$ cat config.mk
export PLATFORM = sky130hd
export DESIGN_NAME = pti_ctrl
export DESIGN_NICKNAME = d
export VERILOG_FILES = /design/src/sv/pti_pkg.sv /design/src/sv/pti_ctrl.sv
export SDC_FILE = /design/constraint.sdc
export NUM_CORES = 1
export LEC_CHECK = 0
export ABC_AREA = 1
export BUFFER_PORTS_ARGS = -buffer_cell sky130_fd_sc_hd__buf_2
export CORE_MARGIN = 1
export CORE_UTILIZATION = 60
export CTS_CLUSTER_DIAMETER = 150
export DETAILED_ROUTE_END_ITERATION = 8
export PLACE_DENSITY = 0.83
export SLEW_MARGIN = 5
export SYNTH_ARGS = -nofsm -noshare
export SYNTH_HDL_FRONTEND = slang
export SYNTH_SLANG_ARGS = --single-unit
$ cat constraint.sdc
create_clock -name clk -period 5.8 [get_ports clk]
set_clock_uncertainty 0.15 [all_clocks]
set_input_delay 0.58 -clock clk [delete_from_list [all_inputs] [get_ports clk]]
set_output_delay 0.58 -clock clk [all_outputs]
set_load 0.02 [all_outputs]
$ cat src/sv/pti_pkg.sv
// Package for the polynomial trapezoid integrator: widths, constants, arithmetic helpers.
package pti_pkg;

    localparam int MAX_TERMS_DEF = 5;
    localparam int MAX_STEPS_DEF = 1048576;
    localparam int COEF_SLOTS    = 5;

    localparam int CFG_IDX_W  = 3;
    localparam int CFG_DATA_W = 32;
    localparam int STEPS_W    = 21;
    localparam int TC_W       = 3;

    localparam logic [CFG_IDX_W-1:0] REG_TERM_COUNT = 3'd0;

    localparam logic OP_TRAP  = 1'b0;
    localparam logic OP_EXACT = 1'b1;

    // datapath commands
    localparam logic [3:0] CMD_NONE      = 4'd0;
    localparam logic [3:0] CMD_LOAD      = 4'd1;
    localparam logic [3:0] CMD_DIV_START = 4'd2;
    localparam logic [3:0] CMD_DIV_STEP  = 4'd3;
    localparam logic [3:0] CMD_DIV_DONE  = 4'd4;
    localparam logic [3:0] CMD_HORNER    = 4'd5;
    localparam logic [3:0] CMD_SAMPLE    = 4'd6;
    localparam logic [3:0] CMD_ACCUM     = 4'd7;
    localparam logic [3:0] CMD_ENDS      = 4'd8;
    localparam logic [3:0] CMD_FINAL     = 4'd9;
    localparam logic [3:0] CMD_EXACT     = 4'd10;
    localparam logic [3:0] CMD_POLY_INIT = 4'd11;

    typedef struct packed {
        logic [3:0] cmd;
        logic [3:0] sel;      // poly target / term index
    } pti_cmd_t;

    typedef struct packed {
        logic div_busy;
    } pti_stat_t;

    function automatic logic [63:0] mag64(input logic signed [63:0] a);
        mag64 = a[63] ? (64'd0 - a) : a;
    endfunction

    function automatic logic signed [63:0] from_mag(input logic [63:0] m, input logic neg,
                                                    output logic f);
        f = 1'b0;
        if (neg)
        begin
            if (m > 64'h8000_0000_0000_0000)
            begin
                f = 1'b1;
                from_mag = 64'sh8000_0000_0000_0000;
            end
            else
            begin
                from_mag = 64'd0 - m;
            end
        end
        else if (m[63])
        begin
            f = 1'b1;
            from_mag = 64'sh7FFF_FFFF_FFFF_FFFF;
        end
        else
        begin
            from_mag = m;
        end
    endfunction

    function automatic logic signed [63:0] sat_add(input logic signed [63:0] a,
                                                   input logic signed [63:0] b,
                                                   output logic f);
        logic signed [63:0] s;
        s = a + b;
        f = 1'b0;
        sat_add = s;
        if (a[63] == b[63] && s[63] != a[63])
        begin
            f = 1'b1;
            sat_add = a[63] ? 64'sh8000_0000_0000_0000 : 64'sh7FFF_FFFF_FFFF_FFFF;
        end
    endfunction

    function automatic logic signed [63:0] sat_sub(input logic signed [63:0] a,
                                                   input logic signed [63:0] b,
                                                   output logic f);
        logic signed [63:0] s;
        s = a - b;
        f = 1'b0;
        sat_sub = s;
        if (a[63] != b[63] && s[63] != a[63])
        begin
            f = 1'b1;
            sat_sub = a[63] ? 64'sh8000_0000_0000_0000 : 64'sh7FFF_FFFF_FFFF_FFFF;
        end
    endfunction

endpackage

$ cat src/sv/pti_ctrl.sv
// Controller state machine sequencing the datapath for one beat at a time.
module pti_ctrl
(
    input  logic               clk,
    input  logic               rst_n,
    input  logic               in_valid,
    input  logic               op,
    output logic               in_stall,
    output logic               out_valid,
    input  logic               out_stall,
    input  logic [3:0]         nterms,
    input  logic [24:0]        nsteps,
    input  logic               mul_done,
    input  logic               div_busy,
    output pti_pkg::pti_cmd_t  cmd
);
    localparam logic [4:0] S_IDLE = 5'd0,  S_LOAD = 5'd1,  S_HDIV = 5'd2,  S_HWAIT = 5'd3,
                           S_PINIT = 5'd4, S_HMUL = 5'd5,  S_HWT = 5'd6,   S_HADD = 5'd7,
                           S_PDONE = 5'd8, S_FMUL = 5'd9,  S_FWT = 5'd10,  S_FCAP = 5'd11,
                           S_OUT = 5'd12,  S_ED = 5'd13,   S_EM = 5'd14,   S_EMW = 5'd15,
                           S_EMC = 5'd16,  S_EDV = 5'd17,  S_EDW = 5'd18,  S_EPW = 5'd19,
                           S_EPC = 5'd20,  S_DIVW = 5'd21, S_EPB = 5'd22;

    logic [4:0]  st_reg, st_next;
    logic [3:0]  i_reg, i_next;        // Horner index or term index
    logic [1:0]  tgt_reg, tgt_next;    // 0 sample, 1 lower, 2 upper
    logic        fin_reg, fin_next;
    logic [24:0] k_reg, k_next;
    logic        op_reg, op_next;

    assign in_stall  = (st_reg != S_IDLE);
    assign out_valid = (st_reg == S_OUT);

    always_comb
    begin
        st_next = st_reg; i_next = i_reg; tgt_next = tgt_reg; fin_next = fin_reg;
        k_next = k_reg; op_next = op_reg;
        cmd = '{cmd: pti_pkg::CMD_NONE, sel: 4'd0};
        unique case (st_reg)
            S_IDLE:
                if (in_valid)
                begin
                    cmd.cmd = pti_pkg::CMD_LOAD;
                    op_next = op;
                    st_next = S_LOAD;
                end
            S_LOAD:
                if (op_reg == pti_pkg::OP_EXACT)
                begin
                    i_next = 4'd0;
                    st_next = S_ED;
                end
                else
                begin
                    cmd.cmd = pti_pkg::CMD_DIV_START;
                    st_next = S_HWAIT;
                end
            S_HWAIT:
                if (!div_busy)
                begin
                    cmd.cmd = pti_pkg::CMD_DIV_DONE;
                    k_next = 25'd0; tgt_next = 2'd0;
                    st_next = S_PINIT;
                end
            S_PINIT:
            begin
                cmd = '{cmd: pti_pkg::CMD_POLY_INIT, sel: {2'd0, tgt_reg}};
                i_next = nterms - 4'd1;
                st_next = S_HMUL;
            end
            S_HMUL:
                if (i_reg == 4'd0) st_next = S_PDONE;
                else
                begin
                    cmd.cmd = pti_pkg::CMD_HORNER;
                    st_next = S_HWT;
                end
            S_HWT:
                if (mul_done) st_next = S_HADD;
            S_HADD:
            begin
                cmd = '{cmd: pti_pkg::CMD_SAMPLE, sel: i_reg - 4'd1};
                i_next = i_reg - 4'd1;
                st_next = S_HMUL;
            end
            S_PDONE:
            begin
                cmd = '{cmd: pti_pkg::CMD_ACCUM, sel: {2'd0, tgt_reg}};
                if (tgt_reg == 2'd0)
                begin
                    k_next = k_reg + 25'd1;
                    if (k_reg == nsteps) tgt_next = 2'd1;
                    st_next = S_PINIT;
                end
                else if (tgt_reg == 2'd1)
                begin
                    tgt_next = 2'd2;
                    st_next = S_PINIT;
                end
                else
                begin
                    fin_next = 1'b0;
                    st_next = S_FMUL;
                end
            end
            S_FMUL:
            begin
                cmd = '{cmd: pti_pkg::CMD_FINAL, sel: {3'd0, fin_reg}};
                st_next = S_FWT;
            end
            S_FWT:
                if (mul_done) st_next = S_FCAP;
            S_FCAP:
            begin
                cmd = '{cmd: pti_pkg::CMD_ENDS, sel: {3'd0, fin_reg}};
                if (fin_reg) st_next = S_OUT;
                else
                begin
                    fin_next = 1'b1;
                    st_next = S_FMUL;
                end
            end
            S_ED:
            begin
                // d = pb - pa
                cmd = '{cmd: pti_pkg::CMD_DIV_STEP, sel: {i_reg[1:0], 2'd0}};
                st_next = S_EM;
            end
            S_EM:
            begin
                cmd = '{cmd: pti_pkg::CMD_EXACT, sel: 4'd0};
                st_next = S_EMW;
            end
            S_EMW:
                if (mul_done) st_next = S_EMC;
            S_EMC:
            begin
                cmd = '{cmd: pti_pkg::CMD_DIV_STEP, sel: 4'd3};
                st_next = S_EDV;
            end
            S_EDV:
            begin
                cmd = '{cmd: pti_pkg::CMD_DIV_START, sel: 4'd1};
                st_next = S_DIVW;
            end
            S_DIVW:
                if (!div_busy)
                begin
                    cmd = '{cmd: pti_pkg::CMD_DIV_DONE, sel: 4'd1};
                    if (i_reg + 4'd1 >= nterms) st_next = S_OUT;
                    else st_next = S_EPW;
                end
            S_EPW:
            begin
                cmd = '{cmd: pti_pkg::CMD_EXACT, sel: 4'd1};
                st_next = S_EPC;
            end
            S_EPC:
                if (mul_done)
                begin
                    cmd = '{cmd: pti_pkg::CMD_DIV_STEP, sel: 4'd1};
                    st_next = S_EPB;
                end
            S_EPB:
            begin
                cmd = '{cmd: pti_pkg::CMD_EXACT, sel: 4'd2};
                st_next = S_EDW;
            end
            S_EDW:
                if (mul_done)
                begin
                    cmd = '{cmd: pti_pkg::CMD_DIV_STEP, sel: 4'd2};
                    i_next = i_reg + 4'd1;
                    st_next = S_ED;
                end
            S_OUT:
                if (!out_stall) st_next = S_IDLE;
            default: st_next = S_IDLE;
        endcase
    end

    always_ff @(posedge clk or negedge rst_n)
    begin
        if (!rst_n)
        begin
            st_reg <= S_IDLE; i_reg <= 4'd0; tgt_reg <= 2'd0; fin_reg <= 1'b0;
            k_reg <= 25'd0; op_reg <= 1'b0;
        end
        else
        begin
            st_reg <= st_next; i_reg <= i_next; tgt_reg <= tgt_next; fin_reg <= fin_next;
            k_reg <= k_next; op_reg <= op_next;
        end
    end
endmodule

**Word-level counts from Yosys, hierarchy flattened**

Index checks and enable logic that the tools add are counted.

- Register bits after elaboration: 38
- Bits of input ports: 36
- Output and inout bits: 10
- Logic and storage cells: 107

- Add/subtract/negate cells: 4
- $lt $le $gt $ge: 1
- Equal/unequal tests: 38
- Mux-type cells: 39
- Reductions and logical operators: 19

Operators by type and width:

| cell | count |
|---|---|
| $pmux W5 S21 | 1 |
| $pmux W4 S15 | 1 |
| $mux W5 | 11 |
| $mux W25 | 2 |
| $pmux W25 S2 | 1 |
| $eq A5 B4 Y1 const B | 8 |
| $pmux W4 S10 | 1 |
| $eq A5 B5 Y1 const B | 7 |
| $ne A2 B2 Y1 const B | 13 |
| $add A25 B1 Y25 const B | 1 |
| $eq A25 B25 Y1 | 1 |
| $eq A5 B3 Y1 const B | 4 |
| $mux W4 | 5 |
| $pmux W4 S4 | 1 |
| $mux W6 | 2 |
| $mux W2 | 5 |
| $reduce_or A2 Y1 | 5 |
| $mux W3 | 3 |
| $reduce_and A3 Y1 | 3 |
| $reduce_and A9 Y1 | 1 |
| $sub A4 B1 Y4 const B | 2 |
| $mux W7 | 1 |
| $ne A3 B3 Y1 const B | 2 |
| $eq A5 B1 Y1 const B | 1 |
| other kinds (16) | 19 |

**Longest topological paths before layout**

- Word-level depth: 5
- Mapped depth: 13
- Mapped depth without buffers: 11

**Worst setup path before layout**

No wires, ideal clock.

- Path type: reg-to-output
- Start: reg st_reg[3]
- End: out cmd[5] (netlist name)
- Arrival time: 1.323 ns
- Data required time: 5.070 ns
- Path slack: 3.747 ns
- Stages on the path, launching flop included: 8
- Path buffers: 0
- Cell sequence: dfrtp_1 > nor2_1 > nand2_1 > nor2_2 > o21ai_1 > nand3_1 > nor3_1 > nand3b_1

RTL lines:

| item | line | source |
|---|---|---|
| start: declaration | pti_ctrl.sv:24 | `logic [4:0] st_reg, st_next;` |
| start signal: assignment | pti_ctrl.sv:191 | `st_reg <= st_next; i_reg <= i_next; tgt_reg <= tgt_next; fin_reg <= fin_next;` |
| end: declaration | pti_ctrl.sv:15 | `output pti_pkg::pti_cmd_t cmd` |

==> results.json <==
{
  "rrSetupSlack_ns": 3.33,
  "syn_nets": 627,
  "async_flop_share": 1.00,
  "avgSynthCellArea_sq_um": 5.91,
  "syn_inst": 583,
  "nets": 672,
  "cp-end-kind": "primary output",
  "diodes": 0,
  "cts_inserted_buffers": 5,
  "placed_area_sq_mm": 0.00371,
  "cp_common_cell": "nor2_2",
  "grt_pass1_wl_microns": 17100,
  "ys_ff_latch": 38,
  "grt_pass1_vias": 3778,
  "dr_total_vias": 3989,
  "period_needed_ns": 2.76,
  "syn_area_sq_mm": 0.00345,
  "wl_microns": 10200,
  "setup_tns_ns": 0,
  "power.leakage_nw": 2.09,
  "rows": 27,
  "hp-class": "input port to async pin",
  "crit_buf_inv": 2,
  "slowest_stage": "dfrtp_1",
  "grt_max_degree": 39,
  "tightest_slew_ns": 0.933,
  "start_util": 0.626,
  "cts-root-buf": "clkbuf_8",
  "antenna_found_initial": 0,
  "final_cell_mix": "209 x nand2_1, 77 x inv_1, 56 x nor2_1",
  "ios": 46,
  "post_drt_via_cell_ratio": 5.69,
  "finalMaxSlewViolations": 0,
  "syn_to_final_growth_pct": 11.9,
  "postCtsHoldBufs": 0,
  "cts_resized": 0,
  "synth_cell_types": 30,
  "cts_max_level": 2,
  "fmax_mhz": 362,
  "finalSetupViolCount": 0,
  "io_buffers": 45,
  "wl_per_cell_microns": 14.5,
  "antenna_left": 0,
  "path_clk_slew_ns": 0.08,
  "worstSkewPairLatency_ns": 0.30,
  "status": "completed",
  "drc_errors": 0,
  "power_density_mw_per_mm2": 442,
  "fin_util": 0.701,
  "cts_sinks": 38,
  "die_w_microns": 77.8,
  "arrival_ns": 2.03,
  "final_common_cell": "nand2_1",
  "cp_top_family": "simple AND/OR/NAND/NOR gates",
  "whs_ns": 0.267,
  "hold_violations": 0,
  "synth_top_flop_cell": "dfrtp_1",
  "drv_cap": 0,
  "critPathMaxFanout": 8,
  "drive_gt1_frac": 0.130,
  "drt_iter0_markers": 409,
  "largest_reg_flops": 25,
  "hpwl_microns": 7820,
  "place.gp.congestion": 1.05,
  "post-cts-setup-buffer-count": 0,
  "ir_worst_vdd_uv": 288,
  "die-area_sq_mm": 0.00605,
  "ys_seq_area_frac": 0.276,
  "rsz0062_at_grt": "no",
  "grt.overflow.total": 0,
  "firstDrtPassIters": 5,
  "path_cells": "nor2_2 -> inv_2 -> nor2_2 -> o21ai_1 -> nand3_1 -> nor3_1 -> nand3b_1 -> buf_2",
  "cts_tree": "built",
  "final_area_sq_mm": 0.00386,
  "startpoint_type": "flip-flop",
  "cp_slowest_stage_delay_ns": 0.47,
  "core_area_sq_mm": 0.00551,
  "path_class": "flip-flop to primary output",
  "synth-edff-count": 0,
  "period_share": 0.476,
  "slew-limit-headroom": 0.378,
  "grt_usage": 0.356,
  "total_power_mw": 1.70,
  "clockBufferDepth": 2,
  "required_ns": 5.07,
  "yosysWarnings": 0,
  "chipHeight_microns": 77.8
}
==> worst register-to-register path, stage by stage (launching register included) <==
cell     delay [ns]
dfrtp_1        0.44
inv_2          0.13
nand3_1        0.13
inv_2          0.13
nand2_1        0.10
nor2_1         0.11
nand2_1        0.07
nand2_1        0.06
nand2_1        0.22
inv_2          0.54
nand4_1        0.18
o21ai_1        0.13
==> layer usage <==
| layer | GRT usage | vias up | routed length, microns |
|---|---|---|---|
| li1 | - | 1948 | - |
| met5 | 0 | - | 0 |
| met3 | 0.0506 | 37 | 699 |
| met1 | 0.417 | 1792 | 4080 |
| met2 | 0.634 | 212 | 4980 |
| met4 | 0.170 | 0 | 399 |
==> metrics by stage <==
step                      cells  setup slack (ns)
final                       701              3.04
after global routing        701              2.93
after CTS                   701              3.08
after detailed placement    693              3.39
after global placement      693              3.38
after floorplan             583              3.75
==> synthesized netlist by cell type, types with 2 or more instances <==
library cell	instances	area share
o21ai_1	32	0.046
buf_6	3	0.0098
xor2_1	8	0.020
nand3b_1	5	0.011
dfrtp_1	38	0.28
o21ai_0	10	0.015
a21oi_1	11	0.016
a21oi_2	2	0.0051
xnor2_1	4	0.010
nor2_1	57	0.062
nor2_2	6	0.011
o221ai_1	2	0.0051
nand3_1	44	0.064
nor3_2	2	0.0058
inv_1	77	0.084
nand4_1	24	0.044
nand2_1	209	0.23
inv_2	15	0.016
buf_2	5	0.0073
nor3_1	12	0.017
ha_1	8	0.029
==> power by group <==
group          switching [mW]  internal, mW  leakage [nW]  total [mW]
clock network           0.104         0.184        0.0714       0.288
registers               0.149         0.368         0.508       0.517
logic                   0.616         0.284          1.52       0.899
==> path summary, 6_finish.rpt <==
check	startpoint	end	cells past startpoint
worst min register to register	st_reg[2]	st_reg[2]	2
worst max register to register	st_reg[4]	k_reg[22]	11
min in group clk	st_reg[2]	st_reg[2]	2
worst min-delay path	rst_n	k_reg[14]	1
max in group asynchronous	rst_n	st_reg[3]	1
worst max-delay path	st_reg[0]	cmd[5]	8
==> cell type report <==
type / instances / area, sq um
Tap cell: 72 / 90.1
Multi-Input combinational cell: 445 / 2100
Inverter: 92 / 345
Clock buffer: 6 / 82.6
Fill cell: 481 / 1650
Clock inverter: 2 / 60.1
Timing Repair Buffer: 46 / 233
Sequential cell: 38 / 951
==> cell families after synthesis <==
kind of cell / synth area share
compound gates: 0.102
xor+xnor: 0.0305
buf+inv: 0.117
fa+ha+maj: 0.0290
simple gates: 0.446
flops: 0.276
No activity file was read; power rests on OpenSTA's default activity.
